## config.mk

```make
export PLATFORM = sky130hd
export DESIGN_NAME = console_line_editor
export DESIGN_NICKNAME = d
export VERILOG_FILES = /design/src/sv/cle_pkg.sv /design/src/sv/cle_ram.sv /design/src/sv/console_line_editor.sv
export SDC_FILE = /design/constraint.sdc
export NUM_CORES = 1
export LEC_CHECK = 0
export BUFFER_PORTS_ARGS = -buffer_cell sky130_fd_sc_hd__buf_2
export CORE_MARGIN = 4
export CORE_UTILIZATION = 60
export CTS_BUF_LIST = sky130_fd_sc_hd__clkbuf_4
export DETAILED_ROUTE_END_ITERATION = 8
export PLACE_DENSITY = 0.73
export RECOVER_POWER = 100
export SKIP_LAST_GASP = 1
export SYNTH_ARGS = -nofsm -noshare
export SYNTH_HDL_FRONTEND = slang
export SYNTH_SLANG_ARGS = --single-unit
```

## constraint.sdc

```tcl
create_clock -name clock -period 4 [get_ports clock]
set_clock_uncertainty 0.15 [all_clocks]
set_input_delay 0 -clock clock [delete_from_list [all_inputs] [get_ports clock]]
set_output_delay 0 -clock clock [all_outputs]
set_load 0.1 [all_outputs]
```

## src/sv/cle_pkg.sv

```systemverilog
package cle_pkg;

   // line store geometry
   localparam int LINE_DEPTH = 64;
   localparam int CNT_W      = $clog2(LINE_DEPTH);
   localparam int LEN_W      = 6;
   localparam int IDX_W      = 6;
   // wider than both the read index and the line count at this depth
   localparam int CMP_W      = 9;

   // special bytes
   localparam logic [7:0] CH_NUL  = 8'h00;
   localparam logic [7:0] CH_LF   = 8'h0A;
   localparam logic [7:0] CH_CR   = 8'h0D;
   localparam logic [7:0] CH_ESC  = 8'h1B;
   localparam logic [7:0] CH_BS   = 8'h08;
   localparam logic [7:0] CH_SP   = 8'h20;
   localparam logic [7:0] CH_TILD = 8'h7E;

   // input actions
   localparam logic ACT_RX   = 1'b0;
   localparam logic ACT_READ = 1'b1;

   // result kinds
   typedef enum logic [1:0] {
      KIND_ECHO    = 2'd0,
      KIND_NEWLINE = 2'd1,
      KIND_READ    = 2'd2
   } kind_type;

   typedef struct packed {
      logic             action;
      logic [7:0]       rx_byte;
      logic [IDX_W-1:0] read_index;
   } req_type;

   typedef struct packed {
      kind_type         kind;
      logic [7:0]       data_byte;
      logic [LEN_W-1:0] line_length;
      logic             last;
   } rsp_type;

endpackage

```

## src/sv/cle_ram.sv

```systemverilog
module cle_ram #(
   parameter int WIDTH = 8,
   parameter int DEPTH = 64
) (
   input  logic                     clock,
   input  logic                     wr_en,
   input  logic [$clog2(DEPTH)-1:0] wr_addr,
   input  logic [WIDTH-1:0]         wr_data,
   input  logic                     rd_en,
   input  logic [$clog2(DEPTH)-1:0] rd_addr,
   output logic [WIDTH-1:0]         rd_data
);

   logic [WIDTH-1:0] mem_ff [DEPTH];
   logic [WIDTH-1:0] rd_data_ff;

   // one write port, one registered read port
   always_ff @(posedge clock) begin
      if (wr_en) begin
         mem_ff[wr_addr] <= wr_data;
      end
      if (rd_en) begin
         rd_data_ff <= mem_ff[rd_addr];
      end
   end

   assign rd_data = rd_data_ff;

endmodule

```

## src/sv/console_line_editor.sv

```systemverilog
// Console line editor: takes received bytes (or read requests) on the req_
// channel and returns echo bytes, a newline with line-complete, or stored
// characters on the rsp_ channel. One item is accepted per clock while
// req_stall is low; an item is decoded and the line state updated in the
// cycle it is accepted, and its results leave through a holding stage and
// an output register, so a result waiting in the output register does not
// block the next item while the holding stage is free or can move on. A
// backspace that deletes a character produces three results (backspace,
// space, backspace) and holds off input until the third of them moves to
// the output register; every other item produces at most one result, and
// zero bytes, ESC sequences and dropped bytes produce none.
// Line characters sit in a single-port-write RAM with registered read; a
// read returns 0 at or beyond the current line length. No clearing pass is
// needed after reset.
module console_line_editor (
   input  logic             clock,
   input  logic             reset,
   input  logic             req_valid,
   output logic             req_stall,
   input  cle_pkg::req_type req_data,
   output logic             rsp_valid,
   input  logic             rsp_stall,
   output cle_pkg::rsp_type rsp_data
);

   typedef enum logic [1:0] {
      ESC_IDLE = 2'd0,
      ESC_SEEN = 2'd1,
      ESC_SKIP = 2'd2
   } esc_type;

   typedef struct packed {
      cle_pkg::kind_type              kind;
      logic [7:0]                     data_byte;
      logic [cle_pkg::CNT_W-1:0]      length;
      logic                           multi;
      logic                           hit;
   } hold_type;

   localparam logic [1:0] STEP_SPACE = 2'd1;
   localparam logic [1:0] STEP_LAST  = 2'd2;

   // line state
   logic [cle_pkg::CNT_W-1:0] count_ff, count_in, count_eff;
   logic                      done_ff, done_in;
   esc_type                   esc_ff, esc_in;

   // holding stage and output register
   logic             hold_valid_ff;
   hold_type         hold_ff, hold_in;
   logic [1:0]       step_ff;
   logic             rsp_valid_ff;
   cle_pkg::rsp_type rsp_ff, rsp_in;

   logic req_accept, emit, hold_last, out_load;
   logic wr_en, rd_en;
   logic [cle_pkg::CNT_W-1:0] rd_addr;
   logic [7:0] rd_data;
   logic [7:0] rx;

   assign rx        = req_data.rx_byte;
   assign hold_last = !hold_ff.multi || (step_ff == STEP_LAST);
   assign out_load  = hold_valid_ff && (!rsp_valid_ff || !rsp_stall);
   assign req_stall = hold_valid_ff && !(out_load && hold_last);
   assign req_accept = req_valid && !req_stall;
   assign rd_addr   = cle_pkg::CNT_W'(req_data.read_index);
   assign rd_en     = req_accept && (req_data.action == cle_pkg::ACT_READ);

   // decode the item and update the line state
   always_comb begin
      count_in  = count_ff;
      done_in   = done_ff;
      esc_in    = esc_ff;
      wr_en     = 1'b0;
      emit      = 1'b0;
      count_eff = done_ff ? '0 : count_ff;
      hold_in   = '{kind: cle_pkg::KIND_ECHO, data_byte: rx, length: count_ff,
                    multi: 1'b0, hit: 1'b0};
      if (req_accept) begin
         if (req_data.action == cle_pkg::ACT_READ) begin
            emit         = 1'b1;
            hold_in.kind = cle_pkg::KIND_READ;
            hold_in.hit  = cle_pkg::CMP_W'(req_data.read_index) <
                           cle_pkg::CMP_W'(count_ff);
         end else if (rx != cle_pkg::CH_NUL) begin
            count_in = count_eff;
            done_in  = 1'b0;
            priority if (rx == cle_pkg::CH_LF || rx == cle_pkg::CH_CR) begin
               done_in           = 1'b1;
               esc_in            = ESC_IDLE;
               emit              = 1'b1;
               hold_in.kind      = cle_pkg::KIND_NEWLINE;
               hold_in.data_byte = cle_pkg::CH_LF;
               hold_in.length    = count_eff;
            end else if (rx == cle_pkg::CH_ESC) begin
               esc_in = (esc_ff == ESC_IDLE) ? ESC_SEEN : ESC_IDLE;
            end else if (rx == cle_pkg::CH_BS) begin
               if (esc_ff != ESC_IDLE) begin
                  esc_in = ESC_IDLE;
               end else if (count_eff != '0) begin
                  count_in       = count_eff - 1'b1;
                  emit           = 1'b1;
                  hold_in.multi  = 1'b1;
                  hold_in.length = count_eff - 1'b1;
               end
            end else if (esc_ff == ESC_SEEN) begin
               esc_in = ESC_SKIP;
            end else if (esc_ff != ESC_IDLE) begin
               esc_in = ESC_IDLE;
            end else if (rx >= cle_pkg::CH_SP && rx <= cle_pkg::CH_TILD &&
                         count_eff < cle_pkg::CNT_W'(cle_pkg::LINE_DEPTH - 1)) begin
               wr_en          = 1'b1;
               count_in       = count_eff + 1'b1;
               emit           = 1'b1;
               hold_in.length = count_eff + 1'b1;
            end else begin
               // control or high byte, or printable on a full line: dropped
            end
         end
      end
   end

   // form the next result from the holding stage
   always_comb begin
      rsp_in.kind        = hold_ff.kind;
      rsp_in.line_length = cle_pkg::LEN_W'(hold_ff.length);
      rsp_in.last        = hold_last;
      if (hold_ff.kind == cle_pkg::KIND_READ) begin
         rsp_in.data_byte = hold_ff.hit ? rd_data : 8'h00;
      end else if (hold_ff.multi) begin
         rsp_in.data_byte = (step_ff == STEP_SPACE) ? cle_pkg::CH_SP : cle_pkg::CH_BS;
      end else begin
         rsp_in.data_byte = hold_ff.data_byte;
      end
   end

   // line store
   cle_ram #(
      .WIDTH (8),
      .DEPTH (cle_pkg::LINE_DEPTH)
   ) u_line_ram (
      .clock   (clock),
      .wr_en   (wr_en),
      .wr_addr (count_eff),
      .wr_data (rx),
      .rd_en   (rd_en),
      .rd_addr (rd_addr),
      .rd_data (rd_data)
   );

   // state, holding stage and output register
   always_ff @(posedge clock) begin
      if (reset) begin
         count_ff      <= '0;
         done_ff       <= 1'b0;
         esc_ff        <= ESC_IDLE;
         hold_valid_ff <= 1'b0;
         step_ff       <= '0;
         rsp_valid_ff  <= 1'b0;
      end else begin
         count_ff <= count_in;
         done_ff  <= done_in;
         esc_ff   <= esc_in;
         if (req_accept && emit) begin
            hold_valid_ff <= 1'b1;
            step_ff       <= '0;
            hold_ff       <= hold_in;
         end else if (out_load && hold_last) begin
            hold_valid_ff <= 1'b0;
         end else if (out_load) begin
            step_ff <= step_ff + 1'b1;
         end
         if (out_load) begin
            rsp_valid_ff <= 1'b1;
            rsp_ff       <= rsp_in;
         end else if (rsp_valid_ff && !rsp_stall) begin
            rsp_valid_ff <= 1'b0;
         end
      end
   end

   assign rsp_valid = rsp_valid_ff;
   assign rsp_data  = rsp_ff;

endmodule
```

==> summary.md <==
| Metric | Value |
|---|---|
| Worst path cell trace | `dlygate4sd3_1, dlygate4sd3_1, buf_2, buf_4, xnor2_1, a31o_1, a21oi_2, nand4_1, nor2_1` |
| Worst stage delay on the critical path | `950 ps` |
| Crit end category | `register` |
| Syn-to-layout area delta | `14.06%` |
| Sink of the worst hold path | `u_line_ram.mem_ff[63][7]` |
| Vias | `12940` |
| Fin. Hold Viols | `0` |
| Hold path depth | `2` |
| Core Area | `37930 µm²` |
| Worst r2r src | `hold_ff[1]` |
| Setup TNS | `0 ps` |
| Buf/Inv on CP | `4` |
| Failing checks | `max-capacitance violations, max-slew violations` |
| Asr flop ratio synth | `0%` |
| Leakage power | `8.845 nW` |
| Total GRT Usage | `27.10%` |
| Post-Synthesis Cells | `1204` |
| Post-CTS Setup Bufs | `0` |
| Slowest-stage cell, CP | `nor2_1` |
| Initial antenna violation count | `2` |
| Max-cap violations | `2` |
| Count of cell types in the netlist | `77` |
| Drt wl/cell | `26.83 µm` |
| Hold_sp | `req_data[13]` |
| Ys flop type | `edfxtp_1` |
| R2R Setup Slk | `230 ps` |
| First-pass GRT wire length | `82.58 mm` |
| Post-layout nets | `1476` |
| Cell Rows | `71` |
| F_max | `252.7 MHz` |
| Crit Path Max Fanout | `14` |
| Initial Util | `61.14%` |
| Clk buf depth | `3` |
| Remaining DRCs | `0` |
| Hold Path Class | `in -> reg` |
| Post-DP HPWL | `33.50 mm` |
| CP delay by family, top | `simple AND/OR/NAND/NOR gates` |
| Chip height | `204.6 µm` |
| Fraction of layout instances using a drive strength above 1 | `31.79%` |
| Synth warnings | `0` |
| IO Count | `38` |
| Post-Route WL | `55.04 mm` |
| First DRT Iteration DRCs | `1577` |
| Crit path launch | `req_data[6]` |
| Area share of the largest cell type after synthesis | `71.86%` |
| Minimum clock period | `3958 ps` |
| Syn Area/Cell | `19.26 µm²` |
| Crit path DAT | `4260 ps` |
| H-tree depth | `4` |
| CTS buffer count | `140` |
| Min Hold Slack | `90.56 ps` |
| Final setup fails | `0` |
| Post-synth top area cell | `edfxtp_1` |
| Outcome | `complete, but fails checks` |
| RSZ-0062 raised after global routing | `true` |
| Crit start category | `input pin` |
| Die width | `204.6 µm` |
| Pwr dens | `456.9 nW/µm²` |
| Most frequent CP cell | `dlygate4sd3_1` |
| Synth area leaders | `edfxtp_1 72%, mux4_2 11%, mux2i_1 1.6%` |
| Syn nets | `1233` |
| Worst r2r dst | `u_line_ram.mem_ff[25][0]` |
| Die area | `41860 µm²` |
| Max VDD drop | `0.0002881 V` |
| Initial DRT Pass Iterations | `5` |
| Rel. slew slack | `-103.2%` |
| Vias per cell | `6.308` |
| Clk sink count | `568` |
| Seq/Total Area, Yosys | `72.98%` |
| Pin count of the biggest net entering global routing | `65` |
| Post-route setup slack | `42.40 ps` |
| Worst slew pin tran | `3048 ps` |
| CTS tree | `done` |
| GPL Wtd Cong | `0.9144` |
| Reg2Reg Depth | `5` |
| Gr ovfl total | `0` |
| Mapped cell area | `23190 µm²` |
| Root buffer cell | `clkbuf_4` |
| Critical Path RT | `4300 ps` |
| Final period utilization | `98.94%` |
| Synth Register Bits | `568` |
| Dpl ws | `329.2 ps` |
| Critical path class | `in -> reg` |
| Max-slew violations | `121` |
| IO Port Bufs | `37` |
| Post-route antenna net violation count | `0` |
| Clock latency on the worst-skew pair | `820 ps` |
| Vias in the first global route | `12820` |
| EDFF count, synth | `555` |
| Clock transition at the registers of the reported paths | `70 ps` |
## sequential cells by signal, summed over array words and instances, names as in the netlist
signal,cells
count_ff,6
done_ff,1
hold_valid_ff,1
hold_ff,18
esc_ff,2
u_line_ram.rd_data,8
rsp_valid,1
rsp_data,17
step_ff,2
u_line_ram.mem_ff,512
## Yosys cell counts (all sizes together) (2+ instances only)
| library cell | number |
|---|---|
| a2111oi | 9 |
| a211oi | 12 |
| a21o | 3 |
| a21oi | 23 |
| a221oi | 2 |
| a31oi | 4 |
| and2 | 9 |
| and3 | 9 |
| and4 | 2 |
| buf | 48 |
| clkbuf | 20 |
| dfxtp | 13 |
| edfxtp | 555 |
| ha | 10 |
| inv | 24 |
| mux2 | 9 |
| mux2i | 36 |
| mux4 | 128 |
| nand2 | 42 |
| nand2b | 8 |
| nand3 | 7 |
| nand3b | 7 |
| nand4 | 5 |
| nand4b | 2 |
| nor2 | 64 |
| nor2b | 11 |
| nor3 | 44 |
| nor3b | 2 |
| nor4 | 7 |
| o21a | 2 |
| o21ai | 27 |
| o221ai | 4 |
| o22ai | 15 |
| o31a | 2 |
| o31ai | 6 |
| o32ai | 4 |
| or2 | 3 |
| or3 | 2 |
| xnor2 | 4 |
## power by group
part	total [W]	switching, W	internal (W)	leakage (nW)
clock network	0.00481	0.00224	0.00257	1.04
registers	0.00657	0.0000163	0.00656	5.11
logic	0.000701	0.000452	0.000250	2.70
## logic make-up after synthesis
logic type      after synthesis  synth area share (%)
flops                       568                 72.98
fa+ha+maj                    10                0.5395
buf+inv                      92                 2.444
compound gates              127                 4.089
simple gates                229                 5.174
xor+xnor                      5                0.1888
mux                         173                 14.58
## metrics by stage
step           area, µm²  util (%)  instances  total power [W]
5_1_grt            26450     69.74       2051          0.01259
3_3_place_gp       24320     64.11       1779         0.007359
2_1_floorplan      23190         -       1204         0.007107
6_report           26450     69.74       2051          0.01209
4_1_cts            26460     69.76       2049          0.01218
3_5_place_dp       24320     64.11       1779         0.007367
## layout make-up
type | count | area (µm²)
Sequential cell | 568 | 16930
Multi-Input combinational cell | 544 | 5699
Antenna cell | 2 | 5.005
Clock buffer | 195 | 1464
Fill cell | 2425 | 11480
Tap cell | 511 | 639.4
Clock inverter | 38 | 307.8
Timing Repair Buffer | 169 | 1323
Inverter | 24 | 90.09
## layer usage
layer  track usage [%]  up-vias  part of all wire (%)
met3             8.105       99                   9.8
met5                 0        -                     0
met2             40.45      739                    47
met1             39.32     6573                    41
li1                  -     5526                     -
met4             8.854        0                   2.5
## worst register-to-register path, delay by kind of cell (launching register included)
kind,cells,cell delay [ps]
AO/OA/AOI/OAI,1,310
flip-flops,1,500
AND/OR/NAND/NOR,4,2450
## timing repair
action | in CTS | in global routing
hold buffers | 37 | 0
endpoints found under the setup margin | 0 | 16
hold endpoints to repair | 548 | 0
gates resized for setup | 0 | 0
## layout by cell type (no fill, tap or decap), drive strengths merged, types with 23 or more instances in the layout
cell,count
buf,127
clkinv,25
dlygate4sd3,37
clkbuf,200
mux2i,36
nor3,44
a21oi,23
o21ai,27
edfxtp,555
mux4,128
nor2,64
nand2,42
inv,28
## worst max-delay path by stage
stage	depth (start not counted)	end
finish	9	u_line_ram.mem_ff[25][0]
global route	9	u_line_ram.mem_ff[25][4]
CTS	9	u_line_ram.mem_ff[25][0]
detailed placement	5	u_line_ram.mem_ff[33][2]
global placement	5	u_line_ram.mem_ff[25][5]
floorplan	7	u_line_ram.mem_ff[13][0]
Power figures use the tool's default switching activity.
